$ cat src/rtl/spm_fifo.sv
`timescale 1ns / 1ps
`default_nettype none

module spm_fifo #(
    parameter int WIDTH = 8,
    parameter int DEPTH = 4
) (
    input  logic             clk,
    input  logic             rst_n,
    input  logic             wr_en,
    input  logic [WIDTH-1:0] wr_data,
    output logic             full,
    input  logic             rd_en,
    output logic [WIDTH-1:0] rd_data,
    output logic             empty
);

    localparam int AW = $clog2(DEPTH);
    localparam int CW = AW + 1;

    logic [WIDTH-1:0] mem_reg [DEPTH];
    logic [AW-1:0]    wr_ptr_reg, wr_ptr_next;
    logic [AW-1:0]    rd_ptr_reg, rd_ptr_next;
    logic [CW-1:0]    count_reg, count_next;
    logic             wr_ok;
    logic             rd_ok;

    assign full  = (count_reg == CW'(DEPTH));
    assign empty = (count_reg == '0);
    assign wr_ok = wr_en && !full;
    assign rd_ok = rd_en && !empty;

    assign rd_data = mem_reg[rd_ptr_reg];

    always_comb
    begin
        wr_ptr_next = wr_ok ? wr_ptr_reg + 1'b1 : wr_ptr_reg;
        rd_ptr_next = rd_ok ? rd_ptr_reg + 1'b1 : rd_ptr_reg;
        count_next  = count_reg + CW'(wr_ok) - CW'(rd_ok);
    end

    always_ff @(posedge clk or negedge rst_n)
    begin
        if (!rst_n)
        begin
            wr_ptr_reg <= '0;
            rd_ptr_reg <= '0;
            count_reg  <= '0;
        end
        else
        begin
            wr_ptr_reg <= wr_ptr_next;
            rd_ptr_reg <= rd_ptr_next;
            count_reg  <= count_next;
        end
    end

    always_ff @(posedge clk)
    begin
        if (wr_ok)
        begin
            mem_reg[wr_ptr_reg] <= wr_data;
        end
    end

endmodule

`default_nettype wire

$ cat config.mk
export PLATFORM = sky130hd
export DESIGN_NAME = spm_fifo
export DESIGN_NICKNAME = d
export VERILOG_FILES = /design/src/rtl/spm_fifo.sv
export SDC_FILE = /design/constraint.sdc
export NUM_CORES = 1
export LEC_CHECK = 0
export BUFFER_PORTS_ARGS = -buffer_cell sky130_fd_sc_hd__buf_2
export CAP_MARGIN = 10
export CORE_ASPECT_RATIO = 1.25
export CORE_UTILIZATION = 30
export CTS_CLUSTER_SIZE = 20
export DETAILED_ROUTE_END_ITERATION = 10
export GPL_ROUTABILITY_DRIVEN = 0
export PLACE_DENSITY = 0.49
export SYNTH_ARGS = -nofsm -noshare
export SYNTH_HDL_FRONTEND = slang
export SYNTH_SLANG_ARGS = --single-unit
export TNS_END_PERCENT = 1
$ cat constraint.sdc
create_clock -name clk -period 4.5 [get_ports clk]
set_input_delay 0.225 -clock clk [delete_from_list [all_inputs] [get_ports clk]]
set_output_delay 0.225 -clock clk [all_outputs]
set_load 0.02 [all_outputs]
; ---- Word-level counts from Yosys, hierarchy flattened
; Memories as Yosys holds them, arrays and structs flattened.
; Index checks and enable logic that the tools add are counted.
[classes]
eq_ne = 1
mux = 2
reduce_logical = 5
add_sub_neg = 4
[ops]
columns = op, count
row1 = "2-bit by 1-bit adder with 2-bit output, second input constant", 2
row2 = 3-bit by 1-bit adder with 3-bit output, 1
row3 = "3-bit == test, second input constant", 1
row4 = 3-bit logical NOT, 1
row5 = 3-bit by 1-bit subtractor with 3-bit output, 1
row6 = 1-bit logical AND, 2
row7 = 1-bit logical NOT, 2
row8 = 1-bit two-way mux, 2
[totals]
memories = 1
reg_bits = 7
out_inout_bits = 10
in_bits = 12
mem_bits_rw = 32
[mem_list]
columns = memory, depth, width, read_ports, rd_ports_with_merged_regs, write_ports, line
row1 = mem_reg, 4, 8, 1, 0, 1, 21  ; logic [WIDTH-1:0] mem_reg [DEPTH];

; ---- Logic depth before layout (Yosys ltp)
[logic_depth]
ltp_word = 5
mapped_depth = 8
depth_no_buf = 8

; ---- Worst setup path before layout
; OpenSTA, ideal clock, no wires.
[synth_timing]
kind = reg2reg
from = reg count_reg[1]
to = reg count_reg[2]
period_less_slack_ns = 2.069
slack_ns = 2.431
stages_incl_launch_ff = 9
arrival_time_ns = 1.946
setup_ns = 0.123
n_path_buf = 0
path_cell_list = dfrtp_1 o31ai_1 inv_1 ha_1 inv_1 ha_1 fa_1 xnor2_1 xnor2_1
[synth_between]
word_cells_on_any_way = 8
[synth_lines]
columns = item, line
row1 = from (decl), 24  ; logic [CW-1:0] count_reg, count_next;
row2 = from (signal assigned), 54  ; count_reg <= count_next;
row3 = 3-bit logical NOT, 29  ; assign empty = (count_reg == '0);
row4 = 1-bit logical NOT, 31  ; assign rd_ok = rd_en && !empty;
row5 = 1-bit logical AND, 31
row6 = net rd_ok, 26  ; logic rd_ok;
row7 = 3-bit by 1-bit subtractor with 3-bit output, 39  ; count_next = count_reg + CW'(wr_ok) - CW'(rd_ok);
row8 = net count_next[2], 24
; The timed path passes the listed nets, and every way through them passes these cells.
; A chain may end at the register's enable or synchronous reset.

; ---- Final worst setup path
; Same ends and word-level chain as after synthesis.

==> flow_metrics.tcl <==
set metrics [dict create \
    synth_fp_nets 102 \
    p_per_area_nw_per_um2 683 \
    cp_slowest_cell "dfrtp_1" \
    r2r_start "count_reg[1]$_DFF_PN0_" \
    utilization 0.376 \
    layout.area.seq_sq_um 1140 \
    grt_pass1_vias 836 \
    slew_viol_final 0 \
    rsz0062_at_grt "no" \
    fp.dieArea_sq_um 5710 \
    status "finished clean" \
    hold_viol 0 \
    critPathCaptureType "register" \
    io_buffers 21 \
    final_cells 173 \
    initial_utilization 0.315 \
    first_pass_iters 2 \
    largest_reg_flops 32 \
    yosysTopAreaCellShare 0.592 \
    synthCells 83 \
    clock_latency_ps 280 \
    clockBufferDepth 2 \
    start_kind "register" \
    drt_iter0_drc 41 \
    filler_cell_count 499 \
    power.leakage_nw 0.726 \
    ir_drop_mv 0.321 \
    die_y_um 84.2 \
    antenna_found_initial 0 \
    drc 0 \
    cts-root-buf "clkbuf_8" \
    cts_buffers 5 \
    timing.rr.end "count_reg[2]$_DFF_PN0_" \
    yosysSeqAreaShare 0.700 \
    hp-class "in -> reg" \
    max_freq_mhz 463 \
    rows 29 \
    crit_arrival_ps 2330 \
    yosys_warnings 0 \
    cts_tree "yes" \
    setup_viol 0 \
    pre_cts_ws_ps 2340 \
    drive_above_1_share 0.333 \
    dpl.hpwl_um 1810 \
    slew-limit-headroom 0.565 \
    grt_use_total 0.105 \
    cp_max_fo 7 \
    critical_path_class "reg -> reg" \
    whs_path_depth 1 \
    io_pins 22 \
    routed_via_density 4.54 \
    syn2layout_area_growth_pct 19.3 \
    critPathTopFamily "adder cells" \
    grt_max_degree 13 \
    r2r_slack_ps 2340 \
    min_period_ps 2160 \
    synth_area_leaders "edfxtp_1 59%, mux4_2 11%, dfrtp_1 11%, ha_1 4.6%, and3b_1 2.2%" \
    core_sq_um 5150 \
    fin_nets 129 \
    fin_tns_setup_ps 0 \
    skew_ps 6.45 \
    hold_path_startpoint "wr_data[7]" \
    mappedNetlistArea_sq_um 1620 \
    syn_avg_cell_area_sq_um 19.6 \
    synth_seq_cells 39 \
    vias 785 \
    grt_pass1_wl_um 4190 \
    synthDistinctLibCells 18 \
    wirelength_um 2620 \
    synth_top_cell_by_area "edfxtp_1" \
    cts.sinks 39 \
    wl_per_cell_um 15.1 \
    overflow 0 \
    path_clk_slew_ps 70 \
    r2r_cells 8 \
    hold_path_end "mem_reg[0][7]$_DFFE_PP_" \
    tightest_slew_ps 652 \
    worst_hold_slack_ps 155 \
    cts-resized-gates 0 \
    setup_slack_ps 2340 \
    maxCapViolCount 0 \
    required_ps 4670 \
    critPathBufInv 2 \
    antenna_cells 0 \
    ant_nets 0 \
    multi_input_area_sq_um 452 \
    die_w_um 67.8 \
    worstPathCellList "o31ai_1 > inv_1 > ha_1 > inv_1 > ha_1 > fa_1 > xnor2_1 > xnor2_1" \
    cpPeakStageDelay_ps 460 \
    timing.final.crit_share 0.480 \
    htree_levels 2 \
    dpl.cell_count 164 \
]
layout make-up:
| class | instances | area share |
|---|---|---|
| flip-flops and latches | 39 | 0.587 |
| multi-input cells | 36 | 0.233 |
| repair buffers | 22 | 0.0595 |
| well taps | 62 | 0.0401 |
| clock buffers | 6 | 0.0375 |
| clock inverters | 2 | 0.0310 |
| inverters | 6 | 0.0116 |
synth_stat cells:
cell	number
clkbuf_2	1
xnor2_1	4
fa_1	1
ha_1	6
nand2b_1	4
inv_1	6
o31ai_1	1
nand2_1	1
and3b_1	4
mux4_2	8
nor3_1	1
edfxtp_1	32
nand4bb_1	2
dfrtp_1	7
o211ai_1	2
o311ai_1	1
nor3b_4	1
buf_4	1
through the flow:
step                power (mW)  cell area [sq um]
finish                    1.32               1940
global route              1.41               1940
CTS                       1.35               1940
detailed placement        1.01               1790
global placement         0.994               1790
floorplan                0.880               1620
cell usage in the layout, fill, tap and decap left out:
master,count
nand2_1,1
o211ai_1,2
inv_1,6
fa_1,1
nand4bb_1,2
nor3b_4,1
buf_2,21
bufinv_16,2
o31ai_1,1
mux4_2,8
edfxtp_1,32
o311ai_1,1
dlygate4sd3_1,1
nand2b_1,4
nor3_1,1
clkbuf_8,5
ha_1,6
clkbuf_1,1
dfrtp_1,7
and3b_1,4
xnor2_1,4
report_power, final:
part           switching, mW  total, mW  internal [mW]
logic                  0.199      0.396          0.197
registers              0.101      0.589          0.488
clock network          0.115      0.337          0.222
total                  0.415       1.32          0.906
layer usage:
metal / part of all wire / wire length [um] / vias up / GRT usage
met5: 0 / 0 / - / 0
met2: 0.51 / 1330 / 21 / 0.168
met3: 0.056 / 146 / 4 / 0.0448
li1: - / - / 377 / -
met1: 0.42 / 1110 / 383 / 0.122
met4: 0.015 / 38 / 0 / 0.0398
what timing repair did:
item	in CTS	in global routing
buffers inserted	0	0
hold endpoints to repair	7	0
hold buffers	1	0
logic make-up (layout without fill, tap and decap cells):
group	count (synthesis)	count (layout)	synth area share
fa+ha+maj	7	7	0.0586
buf+inv	8	36	0.0216
xor+xnor	4	4	0.0216
flops	39	39	0.700
simple gates	13	13	0.0678
compound gates	4	4	0.0193
mux	8	8	0.111
how the worst max path moves through the flow:
stage | start | to | slack [ps] | depth (start not counted)
final | count_reg[1]$_DFF_PN0_ | count_reg[2]$_DFF_PN0_ | 2340 | 8
after detailed placement | count_reg[0]$_DFF_PN0_ | count_reg[2]$_DFF_PN0_ | 2340 | 8
after global routing | count_reg[1]$_DFF_PN0_ | count_reg[2]$_DFF_PN0_ | 2160 | 8
after CTS | count_reg[1]$_DFF_PN0_ | count_reg[2]$_DFF_PN0_ | 2320 | 8
after floorplan | count_reg[1]$_DFF_PN0_ | count_reg[2]$_DFF_PN0_ | 2430 | 8
after global placement | count_reg[0]$_DFF_PN0_ | count_reg[2]$_DFF_PN0_ | 2370 | 8
Power figures use the tool's default switching activity.
