`src/rtl/spm_pkg.sv`:
```
`timescale 1ns / 1ps
`default_nettype none

package spm_pkg;

    // configuration port
    localparam int CFG_INDEX_W = 3;
    localparam int CFG_DATA_W  = 16;

    localparam logic [CFG_INDEX_W-1:0] REG_SCOPE_MODE   = 3'd0;
    localparam logic [CFG_INDEX_W-1:0] REG_STEREO_SPLIT = 3'd1;
    localparam logic [CFG_INDEX_W-1:0] REG_AUDIO_GAIN   = 3'd2;
    localparam logic [CFG_INDEX_W-1:0] REG_WIDTH_PX     = 3'd3;
    localparam logic [CFG_INDEX_W-1:0] REG_HEIGHT_PX    = 3'd4;
    localparam logic [CFG_INDEX_W-1:0] REG_ROT_COS      = 3'd5;
    localparam logic [CFG_INDEX_W-1:0] REG_ROT_SIN      = 3'd6;

    // queue depths; RES_DEPTH must cover the back pipeline latency
    localparam int JOB_DEPTH = 4;
    localparam int RES_DEPTH = 16;

    // latency of the placement pipe (magnitude to screen coordinate)
    localparam int PLACE_LAT = 8;

    localparam logic signed [32:0] UNIT_Q26      = 33'sd67108864;
    localparam logic [15:0]        INV_SQRT2_Q16 = 16'd46341;
    // ceil(2^23 / 10), exact for dividends below 2^22
    localparam logic [19:0]        RECIP_TEN     = 20'd838861;

    typedef struct packed {
        logic signed [15:0] left;
        logic signed [15:0] right;
        logic [9:0]         idx;
        logic               vec_mode;
    } job_t;

    typedef struct packed {
        logic [9:0]  point_index;
        logic [15:0] x_pos;
        logic [15:0] y_pos;
        logic        last_of_run;
    } res_t;

    typedef struct packed {
        logic               split;
        logic [15:0]        gain;
        logic [11:0]        weff;
        logic [11:0]        heff;
        logic [11:0]        minwh;
        logic signed [15:0] rot_cos;
        logic signed [15:0] rot_sin;
    } cfg_t;

endpackage

`default_nettype wire

```
`src/rtl/spm_front.sv`:
```
`timescale 1ns / 1ps
`default_nettype none

module spm_front #(
    parameter int SAMPLES_PER_FRAME = 1024
) (
    input  logic               clk,
    input  logic               rst_n,
    input  logic               push,
    output logic               full,
    input  logic signed [15:0] left_sample,
    input  logic signed [15:0] right_sample,
    input  logic [9:0]         sample_index,
    input  logic               vec_mode,
    output logic               job_wr,
    output spm_pkg::job_t      job,
    input  logic               job_full
);

    import spm_pkg::*;

    logic hold_valid_reg, hold_valid_next;
    logic hold_keep_reg, hold_keep_next;
    job_t hold_job_reg;
    logic accept;
    logic move;
    logic keep_in;

    // out-of-frame indices and odd oscilloscope indices make no points
    assign keep_in = (int'(sample_index) < SAMPLES_PER_FRAME)
                     && (vec_mode || !sample_index[0]);

    assign move   = hold_valid_reg && (!hold_keep_reg || !job_full);
    assign full   = hold_valid_reg && !move;
    assign accept = push && !full;
    assign job_wr = hold_valid_reg && hold_keep_reg && !job_full;
    assign job    = hold_job_reg;

    always_comb
    begin
        hold_valid_next = accept || (hold_valid_reg && !move);
        hold_keep_next  = accept ? keep_in : hold_keep_reg;
    end

    always_ff @(posedge clk or negedge rst_n)
    begin
        if (!rst_n)
        begin
            hold_valid_reg <= 1'b0;
            hold_keep_reg  <= 1'b0;
        end
        else
        begin
            hold_valid_reg <= hold_valid_next;
            hold_keep_reg  <= hold_keep_next;
        end
    end

    always_ff @(posedge clk)
    begin
        if (accept)
        begin
            hold_job_reg.left     <= left_sample;
            hold_job_reg.right    <= right_sample;
            hold_job_reg.idx      <= sample_index;
            hold_job_reg.vec_mode <= vec_mode;
        end
    end

endmodule

`default_nettype wire

```
`config.mk`:
```
export PLATFORM = sky130hd
export DESIGN_NAME = spm_front
export DESIGN_NICKNAME = d
export VERILOG_FILES = /design/src/rtl/spm_pkg.sv /design/src/rtl/spm_front.sv
export SDC_FILE = /design/constraint.sdc
export NUM_CORES = 1
export LEC_CHECK = 0
export ABC_CLOCK_PERIOD_IN_PS = 4100
export BUFFER_PORTS_ARGS = -buffer_cell sky130_fd_sc_hd__clkbuf_2
export CAP_MARGIN = 30
export CELL_PAD_IN_SITES_DETAIL_PLACEMENT = 1
export CELL_PAD_IN_SITES_GLOBAL_PLACEMENT = 1
export CORE_MARGIN = 3
export CORE_UTILIZATION = 34
export CTS_CLUSTER_DIAMETER = 150
export DETAILED_ROUTE_END_ITERATION = 8
export HOLD_SLACK_MARGIN = 0.08
export MAX_ROUTING_LAYER = met4
export PLACE_DENSITY_LB_ADDON = 0.05
export SLEW_MARGIN = 20
export SYNTH_ARGS = -nofsm -noshare
export SYNTH_HDL_FRONTEND = slang
export SYNTH_SLANG_ARGS = --single-unit
export TNS_END_PERCENT = 10
```
`constraint.sdc`:
```
create_clock -name clk -period 4.1 [get_ports clk]
set_input_delay 0 -clock clk [delete_from_list [all_inputs] [get_ports clk]]
set_output_delay 0 -clock clk [all_outputs]
set_load 0.05 [all_outputs]
```
# After elaboration in Yosys (flattened, before gate mapping)
# Index checks and enable logic that the tools add are counted.
dict set report classes {
  reduce_logical 13
}
# op n
set op_table {}
lappend op_table {{$logic_and 1x1->1} 5}
lappend op_table {{$logic_not 1->1} 5}
lappend op_table {{$logic_or 1x1->1} 3}
dict set report totals {
  regBits 45
  in_bits 47
  output_inout_bits 45
  wordCells 19
}

# Depth between registers and ports, before layout
# Gate-level depths: netlist (run 1).
dict set report logic_depth {
  depth_word 8
  depth_mapped 2
  depth_no_buf 2
}

# Least setup slack after synthesis (run 1)
# Ideal clock, no wire load.
dict set report synth_timing {
  path_type {register to register}
  from {register hold_keep_reg}
  to {register hold_job_reg, in the netlist job[0] (enable)}
  setup_time_ns 0.381
  arrival_time_ns 1.109
  required_time_ns 3.719
  path_slack_ns 2.610
  stages_incl_launch_ff 3
  period_less_slack_ns 1.490
  cell_sequence {dfrtp_1 > nand3_1 > and2_2}
}
dict set report synth_between {
  elab_chain_cells 7
}
# item line
set synth_lines {}
lappend synth_lines {{from (decl)} spm_front.sv:23} ;# logic hold_keep_reg, hold_keep_next;
lappend synth_lines {{from (signal assigned)} spm_front.sv:55} ;# hold_keep_reg <= hold_keep_next;
lappend synth_lines {{$logic_not 1->1} spm_front.sv:33} ;# assign move = hold_valid_reg && (!hold_keep_reg || !job_full);
lappend synth_lines {{$logic_or 1x1->1} spm_front.sv:33}
lappend synth_lines {{$logic_and 1x1->1} spm_front.sv:33}
lappend synth_lines {{$logic_not 1->1} spm_front.sv:34} ;# assign full = hold_valid_reg && !move;
lappend synth_lines {{$logic_and 1x1->1} spm_front.sv:34}
lappend synth_lines {{$logic_not 1->1} spm_front.sv:35} ;# assign accept = push && !full;
lappend synth_lines {{$logic_and 1x1->1} spm_front.sv:35}
lappend synth_lines {{net accept} spm_front.sv:25} ;# logic accept;
lappend synth_lines {{to (decl)} spm_front.sv:24} ;# job_t hold_job_reg;
# The timed path passes the listed nets, and every way through them passes these cells.
# A chain may end at the register's enable or synchronous reset.

# Worst setup path in the final report (run 1)
dict set report layout_timing {
  from {register hold_keep_reg}
  to {register hold_job_reg, in the netlist job[42] (enable)}
}
# Same word-level chain as after synthesis.

==> impl_metrics.env, run 1 <==
export IMPL_clockRootBuffer="clkbuf_8"
export IMPL_place_gp_congestion=0.752
export IMPL_critical_path_slowest_cell="and2_2"
export IMPL_critPathKind="reg2reg"
export IMPL_fin_nets=247
export IMPL_areaGrowthSynthToFinish_pct=78.5
export IMPL_postCtsResizedCells=0
export IMPL_pre_cts_ws_ns=2.34
export IMPL_period_minus_slack_ns=1.55
export IMPL_crit_path_end_kind="flip-flop"
export IMPL_cts_sinks=45
export IMPL_clock_skew_final_ns=0.00348
export IMPL_die_area_mm2=0.00491
export IMPL_critical_path_max_stage_delay_ns=0.46
export IMPL_cts_path_max_buffers=2
export IMPL_grt_remaining_overflow=0
export IMPL_num_rows=22
export IMPL_critPathLaunch="hold_keep_reg$_DFFE_PN0P_"
export IMPL_die_w_um=70.1
export IMPL_arrival_ns=1.54
export IMPL_hp_class="in2reg"
export IMPL_drc_errors=0
export IMPL_clk_pin_slew_worst_paths_ns=0.08
export IMPL_clkLatencyLatePin_ns=0.28
export IMPL_regToRegStartpoint="hold_keep_reg$_DFFE_PN0P_"
export IMPL_path_delay_family="simple AND/OR/NAND/NOR gates"
export IMPL_grt_pass1_vias=1177
export IMPL_core_mm2=0.00380
export IMPL_synthDistinctLibCells=10
export IMPL_hold_ws_ns=0.106
export IMPL_placedCellCount=193
export IMPL_die_y_um=70.1
export IMPL_cts_tree="built"
export IMPL_avgSynthCellArea_um2=25.9
export IMPL_ir_drop_v=0.000248
export IMPL_dr_pass1_iters=4
export IMPL_tns_ns=0
export IMPL_startpoint_type="flip-flop"
export IMPL_crit_chain="nand3_1 > and2_2 > buf_16"
export IMPL_ys_seq_elements=45
export IMPL_worst_pin_slew_ns=0.458
export IMPL_cts_max_level=2
export IMPL_grt_pass1_wl_mm=5.93
export IMPL_cp_required_ns=4.09
export IMPL_drive_gt1_frac=0.498
export IMPL_rsz0062_at_grt="false"
export IMPL_slew_headroom=0.694
export IMPL_p_per_area_mw_per_mm2=407
export IMPL_ys_seq_area_frac=0.961
export IMPL_fmax_mhz=644
export IMPL_wirelength_mm=4.05
export IMPL_drv_slew=0
export IMPL_synth_area_mm2=0.00140
export IMPL_vias=1055
export IMPL_cts_inserted_buffers=5
export IMPL_track_usage=0.168
export IMPL_mostFrequentLayoutCells="91 x clkbuf_2, 47 x dlygate4sd3_1, 43 x edfxtp_1"
export IMPL_setup_viol=0
export IMPL_p_leak_nw=1.10
export IMPL_layout_commonest_cell="clkbuf_2"
export IMPL_min_delay_start="job_full"
export IMPL_grt_start_max_net_pins=44
export IMPL_pin_count=92
export IMPL_numPortBuffers=91
export IMPL_hold_viol_final=0
export IMPL_synthCells=54
export IMPL_largest_reg_flops=43
export IMPL_post_route_period_util=0.379
export IMPL_wire_per_inst_um=16.2
export IMPL_initial_core_util=0.368
export IMPL_ys_warn_count=0
export IMPL_first_iter_violations=35
export IMPL_antenna_found_initial=0
export IMPL_stdcell_count=249
export IMPL_hpwl_mm=2.44
export IMPL_status="finished, final reports clean"
export IMPL_path_buf_inv=1
export IMPL_synth_nets=101
export IMPL_ant_nets=0
export IMPL_finalWorstSetupSlack_ns=2.55
export IMPL_maxCapViolCount=0
export IMPL_diodes=0
export IMPL_drt_vias_per_instance=4.24
export IMPL_cp_max_fo=26
per-layer routing:
metal,part of all wire,wire length (um),GRT usage
met2,0.60,2440,0.331
met3,0.061,247,0.0388
met1,0.34,1360,0.161
met4,0.00099,4,0.0447
met5,0,0,-
power by group:
group          switching [mW]  internal [mW]  leakage, nW
clock network           0.138          0.118       0.0450
logic                   0.140         0.0693        0.622
registers             0.00953          0.539        0.437
final cells by class:
| type | count | area (um^2) |
|---|---|---|
| multi-input cells | 8 | 51.3 |
| inverters | 1 | 3.75 |
| repair buffers | 139 | 953 |
| well taps | 48 | 60.1 |
| clock buffers | 6 | 72.6 |
| fillers | 380 | 1310 |
| flip-flops and latches | 45 | 1340 |
| clock inverters | 2 | 10.0 |
cells by family after synthesis:
kind of cell / share of synthesized area
buf+inv: 0.00269
compound gates: 0.0134
simple gates: 0.0233
flops: 0.961
final timing paths:
| check | slack (ns) | to | cells past startpoint |
|---|---|---|---|
| worst max-delay path | 2.55 | job[42]$_DFFE_PP_ | 3 |
| worst min-delay path | 0.11 | hold_keep_reg$_DFFE_PN0P_ | 3 |
| worst max register to register | 2.55 | job[42]$_DFFE_PP_ | 3 |
| worst min register to register | 0.56 | hold_keep_reg$_DFFE_PN0P_ | 1 |
| max in group asynchronous | 3.40 | hold_keep_reg$_DFFE_PN0P_ | 3 |
| min in group asynchronous | 0.58 | hold_valid_reg$_DFF_PN0_ | 3 |
per-stage QoR:
step	util	total power, mW	area, um^2
final	0.656	1.01	2490
after global routing	0.656	1.06	2490
after CTS	0.649	1.02	2460
after detailed placement	0.503	0.728	1910
after global placement	0.503	0.724	1910
after floorplan	-	0.674	1400
cell usage after synthesis (all sizes together):
| library cell | number | area (um^2) |
|---|---|---|
| nand2 | 1 | 3.75 |
| edfxtp | 43 | 1290 |
| nand3 | 1 | 5.00 |
| nand2b | 2 | 12.5 |
| and2 | 1 | 7.51 |
| inv | 1 | 3.75 |
| dfrtp | 2 | 50.1 |
| a22o | 1 | 8.76 |
| a21bo | 1 | 10.0 |
| nor2 | 1 | 3.75 |
worst reg2reg max path, stage by stage, from the launching register on:
cell and delay [ns]:
dfrtp_1 0.40, nand3_1 0.14, and2_2 0.46, buf_16 0.24
timing repair:
item / CTS / global route
buffers inserted: 0 / 0
hold endpoints to repair: 47 / 0
hold buffers: 47 / 0
Note: power is estimated with default switching activity, not from simulation.
==> run 2: changes to the inputs <==
Settings changed: ABC_AREA from default to 1, ABC_CLOCK_PERIOD_IN_PS 4100 to 1510, CORE_UTILIZATION 34 to 32.
Clock period 4.1 ns to 1.51 ns, I/O delays scaled along.
==> run 2 against run 1 <==
  * Worst setup slack lost 2.3 ns
  * Critical endpoint is now job[15]$_DFFE_PP_
  * Routed wire length down 8.7%
  * Final area is 3.3% higher
  * Critical path depth up 1
  * Die area grew 5.7%
  * Power grew to 2.9 times the previous value
  * Combinational power grew to 2.9 times the previous value
  * Clock power grew to 3.4 times the previous value
==> impl_metrics.env, run 2 <==
export IMPL_status="finished, final reports clean"
export IMPL_fill_cells=428
export IMPL_post_synth_top_count_cell="edfxtp_1"
export IMPL_hpwl_mm=2.54
export IMPL_hold_ws_ns=0.418
export IMPL_diodes=0
export IMPL_drc_errors=0
export IMPL_synthCells=57
export IMPL_dr_pass1_iters=4
export IMPL_ys_seq_elements=45
export IMPL_core_mm2=0.00412
export IMPL_die_area_mm2=0.00519
export IMPL_cts_inserted_buffers=5
export IMPL_arrival_ns=1.33
export IMPL_first_iter_violations=53
export IMPL_drt_vias_per_instance=4.20
export IMPL_ant_nets=0
export IMPL_yosys_area_top_type_share=0.925
export IMPL_yosys_area_top_type="edfxtp_1"
export IMPL_wire_per_inst_um=14.2
export IMPL_grt_start_max_net_pins=19
export IMPL_crit_path_end_kind="flip-flop"
export IMPL_die_y_um=72.1
export IMPL_ys_warn_count=0
export IMPL_synthDistinctLibCells=9
export IMPL_critPathKind="reg2reg"
export IMPL_initial_core_util=0.339
export IMPL_clkLatencyLatePin_ns=0.29
export IMPL_ys_seq_area_frac=0.961
export IMPL_tns_ns=0
export IMPL_track_usage=0.159
export IMPL_startpoint_type="flip-flop"
export IMPL_cts_tree="built"
export IMPL_largest_reg_flops=43
export IMPL_place_gp_congestion=0.716
export IMPL_period_minus_slack_ns=1.27
export IMPL_synthArstFlopShare=0.0444
export IMPL_areaGrowthSynthToFinish_pct=84.4
export IMPL_rsz0062_at_grt="false"
export IMPL_grt_pass1_vias=1148
export IMPL_fmax_mhz=787
export IMPL_synth_edf_count=43
export IMPL_p_per_area_mw_per_mm2=1150
export IMPL_drive_gt1_frac=0.514
export IMPL_worst_pin_slew_ns=0.297
export IMPL_vias=1091
export IMPL_hp_class="in2reg"
export IMPL_final_util=0.626
export IMPL_cts_path_max_buffers=2
export IMPL_pin_count=92
export IMPL_synth_area_mm2=0.00140
export IMPL_layout_commonest_cell="clkbuf_2"
export IMPL_post_route_period_util=0.841
export IMPL_cp_max_fo=18
export IMPL_yosys_most_used_dff="edfxtp_1"
export IMPL_num_rows=23
export IMPL_die_w_um=72.1
export IMPL_p_leak_nw=1.15
export IMPL_synth_common_cells="43 x edfxtp_1, 5 x nand2_1, 2 x dfrtp_1, 2 x inv_1"
export IMPL_clk_pin_slew_worst_paths_ns=0.08
export IMPL_grt_remaining_overflow=0
export IMPL_fin_nets=256
export IMPL_placed_area_mm2=0.00196
export IMPL_cts_max_level=2
export IMPL_clockRootBuffer="clkbuf_8"
export IMPL_ys_top_cells_by_area="edfxtp_1 92%, dfrtp_1 3.6%, nand2_1 1.3%"
export IMPL_setup_viol=0
export IMPL_placedCellCount=200
export IMPL_hold_viol_final=0
export IMPL_cts_sinks=45
export IMPL_drv_slew=0
export IMPL_wirelength_mm=3.69
export IMPL_grt_pass1_wl_mm=5.80
export IMPL_numPortBuffers=91
export IMPL_slew_headroom=0.803
export IMPL_cp_required_ns=1.57
export IMPL_ir_drop_v=0.000674
export IMPL_stdcell_count=260
export IMPL_maxCapViolCount=0
export IMPL_antenna_found_initial=0
export IMPL_synth_nets=104
export IMPL_clock_skew_final_ns=0.00484
export IMPL_mostFrequentLayoutCells="91 x clkbuf_2, 47 x dlygate4sd3_1, 43 x edfxtp_1"
export IMPL_fin_area_mm2=0.00257
export IMPL_avgSynthCellArea_um2=24.5
run 2: changes by cell type in the layout (fill, tap and decap cells not counted), moves of 2 or more:
cell,before,now
buf_12,0,2
clkinv_2,2,0
buf_4,0,5
nand2_1,1,4
nand2b_1,2,0
run 2: cell type report:
cell class	instances	area (um^2)	area share
flip-flops and latches	45	1340	0.521
repair buffers	145	1000	0.390
clock buffers	6	72.6	0.0282
multi-input cells	9	46.3	0.0180
clock inverters	2	33.8	0.0131
inverters	3	15.0	0.00583
well taps	50	62.6	0.0243
run 2: logic make-up (layout without fill, tap and decap cells):
| group | Yosys count | in the layout | share of synthesized area |
|---|---|---|---|
| and+or+nand+nor | 9 | 9 | 0.0314 |
| buffers and inverters | 3 | 156 | 0.00806 |
| DFF | 45 | 45 | 0.961 |
run 2: routing by layer:
| metal | part of all wire | up-vias | track usage | routed length (um) |
|---|---|---|---|---|
| li1 | - | 519 | - | - |
| met1 | 0.34 | 512 | 0.154 | 1250 |
| met2 | 0.56 | 54 | 0.292 | 2080 |
| met3 | 0.082 | 6 | 0.0596 | 301 |
| met4 | 0.014 | 0 | 0.0501 | 53 |
| met5 | 0 | - | - | 0 |
run 2: report_power, final:
group / internal (mW) / total (mW) / switching, mW
Combinational: 0.206 / 0.603 / 0.397
Clock: 0.488 / 0.866 / 0.377
Sequential: 1.47 / 1.49 / 0.0260
run 2: repair_timing:
item / CTS / global route
gates resized for setup: 0 / 0
setup buffers: 0 / 5
setup endpoints to repair: 0 / 9
hold buffers: 47 / 0
hold endpoints to repair: 47 / 0
run 2: metrics by stage:
stage,worst slack (ns),power [mW]
2_1_floorplan,-0.0342,1.85
3_3_place_gp,0.178,2.00
3_5_place_dp,0.117,2.02
4_1_cts,0.0978,2.97
5_1_grt,0.142,3.09
6_report,0.239,2.96
run 2: final timing paths:
path	startpoint	endpoint	slack (ns)	cells past startpoint
setup / recovery	hold_keep_reg$_DFFE_PN0P_	job[15]$_DFFE_PP_	0.24	4
hold / removal	sample_index[6]	job[7]$_DFFE_PP_	0.42	2
setup reg to reg	hold_keep_reg$_DFFE_PN0P_	job[15]$_DFFE_PP_	0.24	4
hold reg to reg	hold_keep_reg$_DFFE_PN0P_	hold_keep_reg$_DFFE_PN0P_	0.52	2
max in group asynchronous	rst_n	hold_valid_reg$_DFF_PN0_	0.82	3
min in group asynchronous	rst_n	hold_keep_reg$_DFFE_PN0P_	0.57	3
run 2: critical path: stages (launching register included):
cell	delay, ns
dfrtp_1	0.38
nand3_2	0.13
nand2_2	0.11
clkinvlp_4	0.19
buf_12	0.22
